$ cat src/sv/i2c_rts_pkg.sv
// Shared types and codes for the I2C register transaction sequencer.
package i2c_rts_pkg;

  // Input item kinds.
  typedef enum logic [1:0] {
    REQ_CMD  = 2'd0,
    REQ_WDAT = 2'd1,
    REQ_RESP = 2'd2,
    REQ_TICK = 2'd3
  } req_kind_t;

  // Bus response kinds.
  typedef enum logic [1:0] {
    RESP_START = 2'd0,
    RESP_ACK   = 2'd1,
    RESP_NACK  = 2'd2,
    RESP_RX    = 2'd3
  } resp_kind_t;

  // Bus actions.
  localparam logic [2:0] ACT_NONE  = 3'd0;
  localparam logic [2:0] ACT_START = 3'd1;
  localparam logic [2:0] ACT_SEND  = 3'd2;
  localparam logic [2:0] ACT_RECV  = 3'd3;
  localparam logic [2:0] ACT_STOP  = 3'd4;
  localparam logic [2:0] ACT_REQ   = 3'd5;

  // Completion status codes.
  localparam logic [1:0] ST_OK      = 2'd0;
  localparam logic [1:0] ST_NACK    = 2'd1;
  localparam logic [1:0] ST_TIMEOUT = 2'd2;
  localparam logic [1:0] ST_BADLEN  = 2'd3;

  // Reset value of the timeout register.
  localparam logic [7:0] TIMEOUT_RESET = 8'd5;

  // One input item.
  typedef struct packed {
    logic [1:0] req_type;
    logic       cmd_read;
    logic [6:0] dev_addr;
    logic [7:0] reg_addr;
    logic [7:0] byte_count;
    logic [7:0] wr_byte;
    logic [1:0] resp_kind;
    logic [7:0] rx_byte;
    logic       bus_busy;
  } item_t;

  // One result item.
  typedef struct packed {
    logic [2:0] action;
    logic [7:0] tx_byte;
    logic       rx_ack;
    logic       rd_valid;
    logic [7:0] rd_data;
    logic       done_res;
    logic [1:0] status;
  } result_t;

endpackage

$ cat src/sv/i2c_register_transaction_sequencer.sv
// Top level of the I2C register transaction sequencer.
// An accepted item is held in the input register; its result is registered in the result register as the item moves on.
// Throughput: one item per cycle while back pressure does not hold the result register.
// Items that cause no result leave no output; back pressure stalls both registers.
// Reset (rst_n low, synchronous) returns to idle, clears all counters and valid bits,
// and sets the timeout register to 5 ticks.
module i2c_register_transaction_sequencer
  import i2c_rts_pkg::*;
(
  input  logic       clk,
  input  logic       rst_n,
  input  logic       cfg_we,
  input  logic [7:0] cfg_wdata,
  input  logic       in_valid,
  output logic       in_ready,
  input  logic [1:0] in_req_type,
  input  logic       in_cmd_read,
  input  logic [6:0] in_dev_addr,
  input  logic [7:0] in_reg_addr,
  input  logic [7:0] in_byte_count,
  input  logic [7:0] in_wr_byte,
  input  logic [1:0] in_resp_kind,
  input  logic [7:0] in_rx_byte,
  input  logic       in_bus_busy,
  output logic       out_valid,
  input  logic       out_ready,
  output logic [2:0] out_action,
  output logic [7:0] out_tx_byte,
  output logic       out_rx_ack,
  output logic       out_rd_valid,
  output logic [7:0] out_rd_data,
  output logic       out_done_res,
  output logic [1:0] out_status
);

  item_t   in_item;
  item_t   s1_item;
  logic    s1_valid;
  logic    advance;
  logic    res_valid;
  result_t res;
  result_t out_res;

  // Gather the input ports into one item.
  assign in_item = '{req_type:   in_req_type,
                     cmd_read:   in_cmd_read,
                     dev_addr:   in_dev_addr,
                     reg_addr:   in_reg_addr,
                     byte_count: in_byte_count,
                     wr_byte:    in_wr_byte,
                     resp_kind:  in_resp_kind,
                     rx_byte:    in_rx_byte,
                     bus_busy:   in_bus_busy};

  i2c_rts_in_reg u_in_reg (
    .clk      (clk),
    .rst_n    (rst_n),
    .in_valid (in_valid),
    .in_ready (in_ready),
    .in_item  (in_item),
    .advance  (advance),
    .s1_valid (s1_valid),
    .s1_item  (s1_item)
  );

  i2c_rts_core u_core (
    .clk       (clk),
    .rst_n     (rst_n),
    .cfg_we    (cfg_we),
    .cfg_wdata (cfg_wdata),
    .advance   (advance),
    .item      (s1_item),
    .res_valid (res_valid),
    .res       (res)
  );

  i2c_rts_out_reg u_out_reg (
    .clk       (clk),
    .rst_n     (rst_n),
    .s1_valid  (s1_valid),
    .res_valid (res_valid),
    .res       (res),
    .advance   (advance),
    .out_valid (out_valid),
    .out_ready (out_ready),
    .out_res   (out_res)
  );

  // Spread the result item onto the output ports.
  assign out_action   = out_res.action;
  assign out_tx_byte  = out_res.tx_byte;
  assign out_rx_ack   = out_res.rx_ack;
  assign out_rd_valid = out_res.rd_valid;
  assign out_rd_data  = out_res.rd_data;
  assign out_done_res = out_res.done_res;
  assign out_status   = out_res.status;

endmodule

$ cat src/sv/i2c_rts_in_reg.sv
// Input register stage that holds one accepted item for the sequencer core.
module i2c_rts_in_reg
  import i2c_rts_pkg::*;
(
  input  logic  clk,
  input  logic  rst_n,
  input  logic  in_valid,
  output logic  in_ready,
  input  item_t in_item,
  input  logic  advance,
  output logic  s1_valid,
  output item_t s1_item
);

  logic  valid_r;
  logic  valid_nxt;
  item_t item_r;

  // The stage takes a new item when empty or when its item moves on.
  assign in_ready  = !valid_r || advance;
  assign valid_nxt = in_ready ? in_valid : valid_r;

  always_ff @(posedge clk) begin
    if (!rst_n) begin
      valid_r <= 1'b0;
    end else begin
      valid_r <= valid_nxt;
    end
  end

  // Payload needs no reset.
  always_ff @(posedge clk) begin
    if (in_valid && in_ready) begin
      item_r <= in_item;
    end
  end

  assign s1_valid = valid_r;
  assign s1_item  = item_r;

endmodule

$ cat src/sv/i2c_rts_core.sv
// Transaction state and next-state logic of the sequencer, one item per cycle while advance is high.
module i2c_rts_core
  import i2c_rts_pkg::*;
(
  input  logic       clk,
  input  logic       rst_n,
  input  logic       cfg_we,
  input  logic [7:0] cfg_wdata,
  input  logic       advance,
  input  item_t      item,
  output logic       res_valid,
  output result_t    res
);

  typedef enum logic [3:0] {
    PH_IDLE      = 4'd0,
    PH_WAIT_FREE = 4'd1,
    PH_START1    = 4'd2,
    PH_ADDR_W    = 4'd3,
    PH_REG       = 4'd4,
    PH_WANT_DATA = 4'd5,
    PH_DATA_W    = 4'd6,
    PH_START2    = 4'd7,
    PH_ADDR_R    = 4'd8,
    PH_RX        = 4'd9
  } phase_t;

  phase_t     phase_r, phase_nxt;
  logic [6:0] target_addr_r, target_addr_nxt;
  logic [7:0] pointer_byte_r, pointer_byte_nxt;
  logic [7:0] bytes_left_r, bytes_left_nxt;
  logic       is_read_r, is_read_nxt;
  logic [7:0] idle_ticks_r, idle_ticks_nxt;
  logic [7:0] timeout_r;
  logic [7:0] idle_inc;
  logic [7:0] left_dec;

  assign idle_inc = (idle_ticks_r == 8'hFF) ? idle_ticks_r : idle_ticks_r + 8'd1;
  assign left_dec = bytes_left_r - 8'd1;

  // Next state and result for the item in the input register.
  always_comb begin
    phase_nxt        = phase_r;
    target_addr_nxt  = target_addr_r;
    pointer_byte_nxt = pointer_byte_r;
    bytes_left_nxt   = bytes_left_r;
    is_read_nxt      = is_read_r;
    idle_ticks_nxt   = idle_ticks_r;
    res_valid        = 1'b0;
    res              = '0;
    case (req_kind_t'(item.req_type))
      REQ_CMD: begin
        if (phase_r == PH_IDLE) begin
          is_read_nxt      = item.cmd_read;
          target_addr_nxt  = item.dev_addr;
          pointer_byte_nxt = item.reg_addr;
          bytes_left_nxt   = item.byte_count;
          idle_ticks_nxt   = 8'd0;
          if (item.cmd_read && item.byte_count == 8'd0) begin
            res_valid    = 1'b1;
            res.done_res = 1'b1;
            res.status   = ST_BADLEN;
          end else if (item.bus_busy) begin
            phase_nxt = PH_WAIT_FREE;
          end else begin
            phase_nxt  = PH_START1;
            res_valid  = 1'b1;
            res.action = ACT_START;
          end
        end
      end
      REQ_TICK: begin
        if (phase_r == PH_WAIT_FREE && !item.bus_busy) begin
          phase_nxt      = PH_START1;
          idle_ticks_nxt = 8'd0;
          res_valid      = 1'b1;
          res.action     = ACT_START;
        end else if (phase_r != PH_IDLE) begin
          if (idle_inc < timeout_r) begin
            idle_ticks_nxt = idle_inc;
          end else begin
            // Timed out; a wait for a free bus ends without stop.
            phase_nxt      = PH_IDLE;
            idle_ticks_nxt = 8'd0;
            res_valid      = 1'b1;
            res.done_res   = 1'b1;
            res.status     = ST_TIMEOUT;
            res.action     = (phase_r == PH_WAIT_FREE) ? ACT_NONE : ACT_STOP;
          end
        end
      end
      REQ_WDAT: begin
        if (phase_r == PH_WANT_DATA) begin
          bytes_left_nxt = left_dec;
          phase_nxt      = PH_DATA_W;
          idle_ticks_nxt = 8'd0;
          res_valid      = 1'b1;
          res.action     = ACT_SEND;
          res.tx_byte    = item.wr_byte;
        end
      end
      default: begin
        // Bus response.
        case (phase_r)
          PH_START1, PH_START2: begin
            if (resp_kind_t'(item.resp_kind) == RESP_START) begin
              phase_nxt      = (phase_r == PH_START1) ? PH_ADDR_W : PH_ADDR_R;
              idle_ticks_nxt = 8'd0;
              res_valid      = 1'b1;
              res.action     = ACT_SEND;
              res.tx_byte    = {target_addr_r, phase_r == PH_START2};
            end
          end
          PH_ADDR_W, PH_ADDR_R, PH_REG, PH_DATA_W: begin
            if (resp_kind_t'(item.resp_kind) == RESP_NACK) begin
              phase_nxt      = PH_IDLE;
              idle_ticks_nxt = 8'd0;
              res_valid      = 1'b1;
              res.action     = ACT_STOP;
              res.done_res   = 1'b1;
              res.status     = ST_NACK;
            end else if (resp_kind_t'(item.resp_kind) == RESP_ACK) begin
              idle_ticks_nxt = 8'd0;
              res_valid      = 1'b1;
              if (phase_r == PH_ADDR_W) begin
                phase_nxt   = PH_REG;
                res.action  = ACT_SEND;
                res.tx_byte = pointer_byte_r;
              end else if (phase_r == PH_ADDR_R) begin
                phase_nxt  = PH_RX;
                res.action = ACT_RECV;
                res.rx_ack = bytes_left_r > 8'd1;
              end else if (is_read_r) begin
                phase_nxt  = PH_START2;
                res.action = ACT_START;
              end else if (bytes_left_r == 8'd0) begin
                phase_nxt    = PH_IDLE;
                res.action   = ACT_STOP;
                res.done_res = 1'b1;
                res.status   = ST_OK;
              end else begin
                phase_nxt  = PH_WANT_DATA;
                res.action = ACT_REQ;
              end
            end
          end
          PH_RX: begin
            if (resp_kind_t'(item.resp_kind) == RESP_RX) begin
              bytes_left_nxt = left_dec;
              idle_ticks_nxt = 8'd0;
              res_valid      = 1'b1;
              res.rd_valid   = 1'b1;
              res.rd_data    = item.rx_byte;
              if (left_dec == 8'd0) begin
                // Last byte: stop and report done.
                phase_nxt    = PH_IDLE;
                res.action   = ACT_STOP;
                res.done_res = 1'b1;
                res.status   = ST_OK;
              end else begin
                res.action = ACT_RECV;
                res.rx_ack = left_dec > 8'd1;
              end
            end
          end
          default: begin
          end
        endcase
      end
    endcase
  end

  // Control state updates only when the item moves on.
  always_ff @(posedge clk) begin
    if (!rst_n) begin
      phase_r        <= PH_IDLE;
      target_addr_r  <= 7'd0;
      pointer_byte_r <= 8'd0;
      bytes_left_r   <= 8'd0;
      is_read_r      <= 1'b0;
      idle_ticks_r   <= 8'd0;
    end else if (advance) begin
      phase_r        <= phase_nxt;
      target_addr_r  <= target_addr_nxt;
      pointer_byte_r <= pointer_byte_nxt;
      bytes_left_r   <= bytes_left_nxt;
      is_read_r      <= is_read_nxt;
      idle_ticks_r   <= idle_ticks_nxt;
    end
  end

  // Timeout register.
  always_ff @(posedge clk) begin
    if (!rst_n) begin
      timeout_r <= TIMEOUT_RESET;
    end else if (cfg_we) begin
      timeout_r <= cfg_wdata;
    end
  end

  // A finished transaction returns to idle.
  a_done_idle: assert property (@(posedge clk) disable iff (!rst_n)
    (advance && res_valid && res.done_res) |=> (phase_r == PH_IDLE))
    else $error("done result did not return the sequencer to idle");

  // Receiving always has at least one byte left.
  a_rx_left: assert property (@(posedge clk) disable iff (!rst_n)
    (phase_r == PH_RX) |-> (bytes_left_r != 8'd0))
    else $error("receive phase with no bytes left");

  // The tick counter is cleared whenever the sequencer sits idle.
  a_idle_ticks: assert property (@(posedge clk) disable iff (!rst_n)
    (phase_r == PH_IDLE) |-> (idle_ticks_r == 8'd0))
    else $error("tick counter not clear while idle");

  // Write data is only requested in a write transaction.
  a_req_write: assert property (@(posedge clk) disable iff (!rst_n)
    (advance && res_valid && res.action == ACT_REQ) |-> !is_read_r)
    else $error("write data requested during a read");

endmodule

$ cat src/sv/i2c_rts_out_reg.sv
// Result register that holds one result item until the consumer takes it.
module i2c_rts_out_reg
  import i2c_rts_pkg::*;
(
  input  logic    clk,
  input  logic    rst_n,
  input  logic    s1_valid,
  input  logic    res_valid,
  input  result_t res,
  output logic    advance,
  output logic    out_valid,
  input  logic    out_ready,
  output result_t out_res
);

  logic    valid_r;
  logic    valid_nxt;
  result_t res_r;

  // The held item moves on when the result register is free or drains now.
  assign advance = s1_valid && (!valid_r || out_ready);

  always_comb begin
    valid_nxt = valid_r && !out_ready;
    if (advance) begin
      valid_nxt = res_valid;
    end
  end

  always_ff @(posedge clk) begin
    if (!rst_n) begin
      valid_r <= 1'b0;
    end else begin
      valid_r <= valid_nxt;
    end
  end

  // Payload needs no reset.
  always_ff @(posedge clk) begin
    if (advance && res_valid) begin
      res_r <= res;
    end
  end

  assign out_valid = valid_r;
  assign out_res   = res_r;

endmodule
$ cat config.mk
export PLATFORM = sky130hd
export DESIGN_NAME = i2c_register_transaction_sequencer
export DESIGN_NICKNAME = d
export VERILOG_FILES = /design/src/sv/i2c_rts_pkg.sv /design/src/sv/i2c_register_transaction_sequencer.sv /design/src/sv/i2c_rts_in_reg.sv /design/src/sv/i2c_rts_core.sv /design/src/sv/i2c_rts_out_reg.sv
export SDC_FILE = /design/constraint.sdc
export NUM_CORES = 1
export LEC_CHECK = 0
export ABC_CLOCK_PERIOD_IN_PS = 7000
export BUFFER_PORTS_ARGS = -buffer_cell sky130_fd_sc_hd__buf_2
export CORE_AREA = 3 3 105 107
export DETAILED_ROUTE_END_ITERATION = 16
export DIE_AREA = 0 0 108 110
export PLACE_DENSITY = 0.76
export SLEW_MARGIN = 20
export SYNTH_ARGS = -nofsm -noshare
export SYNTH_HDL_FRONTEND = slang
export SYNTH_SLANG_ARGS = --single-unit
$ cat constraint.sdc
create_clock -name clk -period 7 [get_ports clk]
set_input_delay 0.35 -clock clk [delete_from_list [all_inputs] [get_ports clk]]
set_output_delay 0.35 -clock clk [all_outputs]
set_load 0.005 [all_outputs]
==> results <==
- The number of nets handed over by synthesis was 620.
- The area share of the largest cell type after synthesis is 37.3%.
- The topmost layer with routed signal wires is met4.
- Counting the buffers created by CTS gives 17.
- The die is 108 um wide.
- The H-tree was split into 4 levels.
- The largest fanout on the critical path is 24.
- The number of remaining DRC errors is 0.
- The flip-flop and latch count after synthesis is 115.
- The cell area after synthesis is 5550 um^2.
- The number of rows in the core area is 37.
- The post-synthesis instance total is 542.
- The share of cell area taken by muxes after synthesis is 2.37%.
- The leakage power total is 2.76 nW.
- Yosys mapped the design onto 71 distinct sky130hd cell types.
- The net switching share of the total power is 22.7%.
- The flow ran to the end, and the final reports show no timing, DRC or antenna violations.
- The clock skew is 0.0131 ns.
- Derived from the worst setup path, the maximum achievable clock frequency is 0.286 GHz.
- The mean area per synthesized cell is 10.2 um^2.
- The worst vdd rail ir drop is 0.000161 V.
- The async set-or-reset flop fraction in the synthesized netlist is 0%.
- At the worst endpoint, the arrival time is 3.65 ns.
- The final-report hold violation count is 0.
- The top cell types in the final layout, fill and taps aside, are buf_2 (83), nand2_1 (78), edfxtp_1 (69).
- Adding up every negative setup slack in the final design gives 0 ns.
- The max-capacitance violation count is 0.
- The capturing element type of the critical path is a register.
- The die area is 11,900 um^2.
- Summing the areas of all compound-gate instances in the mapped netlist gives 13.9% of the synthesized area.
- The placeable core area is 10,200 um^2.
- The number of global-route vias before repair was 4,406.
- After Yosys synthesis, XOR and XNOR cells account for 0.631% of the synthesized area.
- The path class of the tightest hold or removal check is in2reg.
- In the final layout, the share of cells above drive strength 1 is 20.3%.
- After layout, the minimum clock period comes to 3.50 ns.
- Setup repair after global routing left no endpoint under its margin.
- The later pin in the worst-skew pair is clocked with a latency of 0.53 ns.
- After clock tree synthesis, the repair step resized 0 gates.
- The utilization after layout is 68.5%.
- The kind of start point of the critical path is a register.
- The buffers inserted during post-CTS setup optimization is 0.
- The leading cell type in the layout, fill and taps excluded is buf_2.
- For this run, the detailed router's first-pass iteration total came to 5.
- The part of the power in the clock network is 49.0%.
- Compared with the post-synthesis result, the final layout area differs by 26.3%.
- Excluding fillers, the count of instances in the completed layout stands at 807.
- The clock passes through at most 2 buffers.
- The adder-cell share of the synthesized area is 4.51%.
- The overall fraction of global-route tracks in use is 23.9%.
- The number of vias in the routed layout is 4,594.
- The final net count is 736.
- The die is 110 um tall.
- By area, the combinational part of the netlist is dominated by simple AND/OR/NAND/NOR gates.
- The initial standard-cell utilization of the core is 54.2%.
- The routed length on met2 is 6.75 mm.
- The max-slew headroom at the worst pin is 28.4%.
- In this run, synthesis inferred 69 flip-flops with an integrated enable.
- Walking the worst path, the cells encountered are and4_1, nand4_1, mux2_2, ha_1, nand3_1, or3_1, o21ai_0, a21oi_1, nor2_4.
- Timing analysis after detailed placement gives a worst setup slack of 3.22 ns.
- Once detailed placement completed, the half-perimeter wirelength came to 8.62 mm.
- The power per cell area is 248 nW/um^2.
- Dividing the final minimum period by the clock period gives 50.0%.
- In the final routed layout, each cell accounts on average for 16.6 um.
- The family with the most delay on the worst path is simple AND/OR/NAND/NOR gates.
- Using the TritonRoute via totals, the vias-per-cell ratio works out to 5.69.
- Sequential cells burn 43.6% of the power.
- The first global-routing pass estimated 21.7 mm of wire.
- The final layout contains routed wiring with a total length of 13.4 mm.
- By area the synthesized netlist is led by edfxtp_1 (37%), dfxtp_1 (17%), nand2_1 (5.3%), ha_1 (4.5%), a21oi_1 (4.0%).
- After detailed routing, the met3 layer carries 919 um of wire.
- The combinational cell fraction of total power is 7.5%.
- In this design, the stage delay of the slowest critical-path cell is 0.58 ns.
- After detailed routing, the wire length on met1 is 5.49 mm.
- Yosys printed 0 warnings.
- TritonCTS built the clock tree.
- After clock tree synthesis, the clock-pin slew on the worst setup and hold paths is 0.06 ns.
- The post-synthesis cell type with the largest combined area is edfxtp_1.
- The worst setup slack after layout is 3.50 ns.
- The violation count after the first detailed-routing iteration is 304.
- The simple-gate portion of the synthesized area is 20.7%.
- Including well taps, the total number of placed cells is 734.
- 0 antenna diodes ended up in the layout.
- At the end of routability-driven placement, the weighted congestion stood at 0.934.
- The layout has 761 filler cells.
- The pin count of the biggest net entering global routing is 46.
- The number of clock sinks seen by CTS is 115.
- The slowest stage cell on the critical path is nor2_4.
- The max-slew violation count is 0.
- The most used flip-flop cell after synthesis is edfxtp_1.
- The number of I/O port buffers is 83.
- The number of antenna-violating nets in the routed design is 0.
- Setup violations remaining at the end of the flow were counted as 0.
- The buffering stage count on the worst path with inverters included is 0.
- In this run the count of I/O pins placed on the die edge is 84.
- The cell internal power dissipation is 0.00134 W.
- In this run the clock root is driven by a clkbuf_8.
- The initial antenna violation count is 0.
- The critical path class is reg2reg.
- The global route total overflow is 0.
- The sequential cell area fraction in the yosys report is 53.9%.
- At the pin with the least slew margin, the transition time is 1.07 ns.
- Summed over all nets, the switching power comes to 0.000394 W.
- For the worst setup path, the data required time is 7.15 ns.
## worst paths after layout
path                                           endpoint  slack [ns]  cells after the start                     from
worst max-delay path               u_out_reg.out_res[0]        3.50                      9   u_core.idle_ticks_r[0]
worst min-delay path               u_in_reg.s1_item[43]        0.02                      1           in_req_type[0]
worst max register to register     u_out_reg.out_res[0]        3.50                      9   u_core.idle_ticks_r[0]
worst min register to register  u_core.target_addr_r[6]        0.45                      2  u_core.target_addr_r[6]
## layer usage
layer	vias up	global-route usage [%]
met5	-	0
met2	197	39.3
met4	0	10.1
met1	2172	30.4
met3	24	5.82
li1	2201	-
## cells in the mapped netlist (3+ instances only)
| cell | count |
|---|---|
| nor2b_1 | 4 |
| inv_1 | 22 |
| clkbuf_1 | 12 |
| a21o_1 | 4 |
| dfxtp_1 | 46 |
| a22oi_1 | 9 |
| nand3b_1 | 4 |
| and2_1 | 10 |
| o21ai_1 | 8 |
| or2_2 | 4 |
| nor4_1 | 3 |
| mux2i_1 | 12 |
| o21ai_0 | 19 |
| a21oi_1 | 44 |
| ha_1 | 20 |
| nor3_1 | 12 |
| nor2_1 | 34 |
| nand4_1 | 7 |
| nand2b_1 | 7 |
| edfxtp_1 | 69 |
| o22ai_1 | 5 |
| nand3_1 | 21 |
| xnor2_1 | 4 |
| and3_1 | 8 |
| buf_2 | 10 |
| a31oi_1 | 6 |
| or3_1 | 4 |
| nand2_1 | 78 |
## final cells by class
type                    instances  area [um^2]  share of cell area, %
flip-flops and latches        115         2990                   42.7
multi-input cells             377         2340                   33.5
repair buffers                125          833                   11.9
clock buffers                  19          422                   6.02
well taps                     136          170                   2.43
clock inverters                13          160                   2.29
inverters                      22         82.6                   1.18
## cell families (layout without fill, tap and decap cells)
family          after synthesis  count (layout)
buf+inv                      50             179
compound gates              122             122
xor+xnor                      4               4
simple gates                218             218
mux                          13              13
fa+ha+maj                    20              20
flops                       115             115
## through the flow
step | instance area, um^2 | power, W | hold WS, ns
after floorplan | 5550 | 0.000842 | 0.436
after global placement | 6010 | 0.000875 | 0.445
after detailed placement | 6010 | 0.000879 | 0.451
after CTS | 6920 | 0.00173 | 0.0000662
after global routing | 7000 | 0.00179 | 0.00653
final | 7000 | 0.00174 | 0.0220
## power by group through the flow
stage                     Clock (W)  Sequential [W]  Combinational, W
final                      0.000851        0.000757          0.000130
after global routing       0.000891        0.000759          0.000144
after CTS                  0.000851        0.000756          0.000124
after detailed placement          0        0.000770          0.000109
after global placement            0        0.000769          0.000107
after floorplan                   0        0.000763         0.0000785
## sequential cells by signal, indices dropped and copies added (netlist names)
name / cells
u_core.bytes_left_r: 8
u_core.target_addr_r: 7
u_out_reg.out_valid: 1
u_in_reg.s1_valid: 1
u_out_reg.out_res: 24
u_core.phase_r: 4
u_core.pointer_byte_r: 8
u_in_reg.s1_item: 45
u_core.timeout_r: 8
u_core.idle_ticks_r: 8
u_core.is_read_r: 1
## worst reg2reg max path, stage by stage (launching register included)
cell     delay [ns]
dfxtp_1        0.45
and4_1         0.31
nand4_1        0.14
mux2_2         0.32
ha_1           0.29
nand3_1        0.09
or3_1          0.39
o21ai_0        0.37
a21oi_1        0.20
nor2_4         0.58
## repair_timing
action	CTS	global route
hold endpoints to repair	33	8
setup endpoints to repair	0	0
hold buffers	33	8
Power figures use the tool's default switching activity.
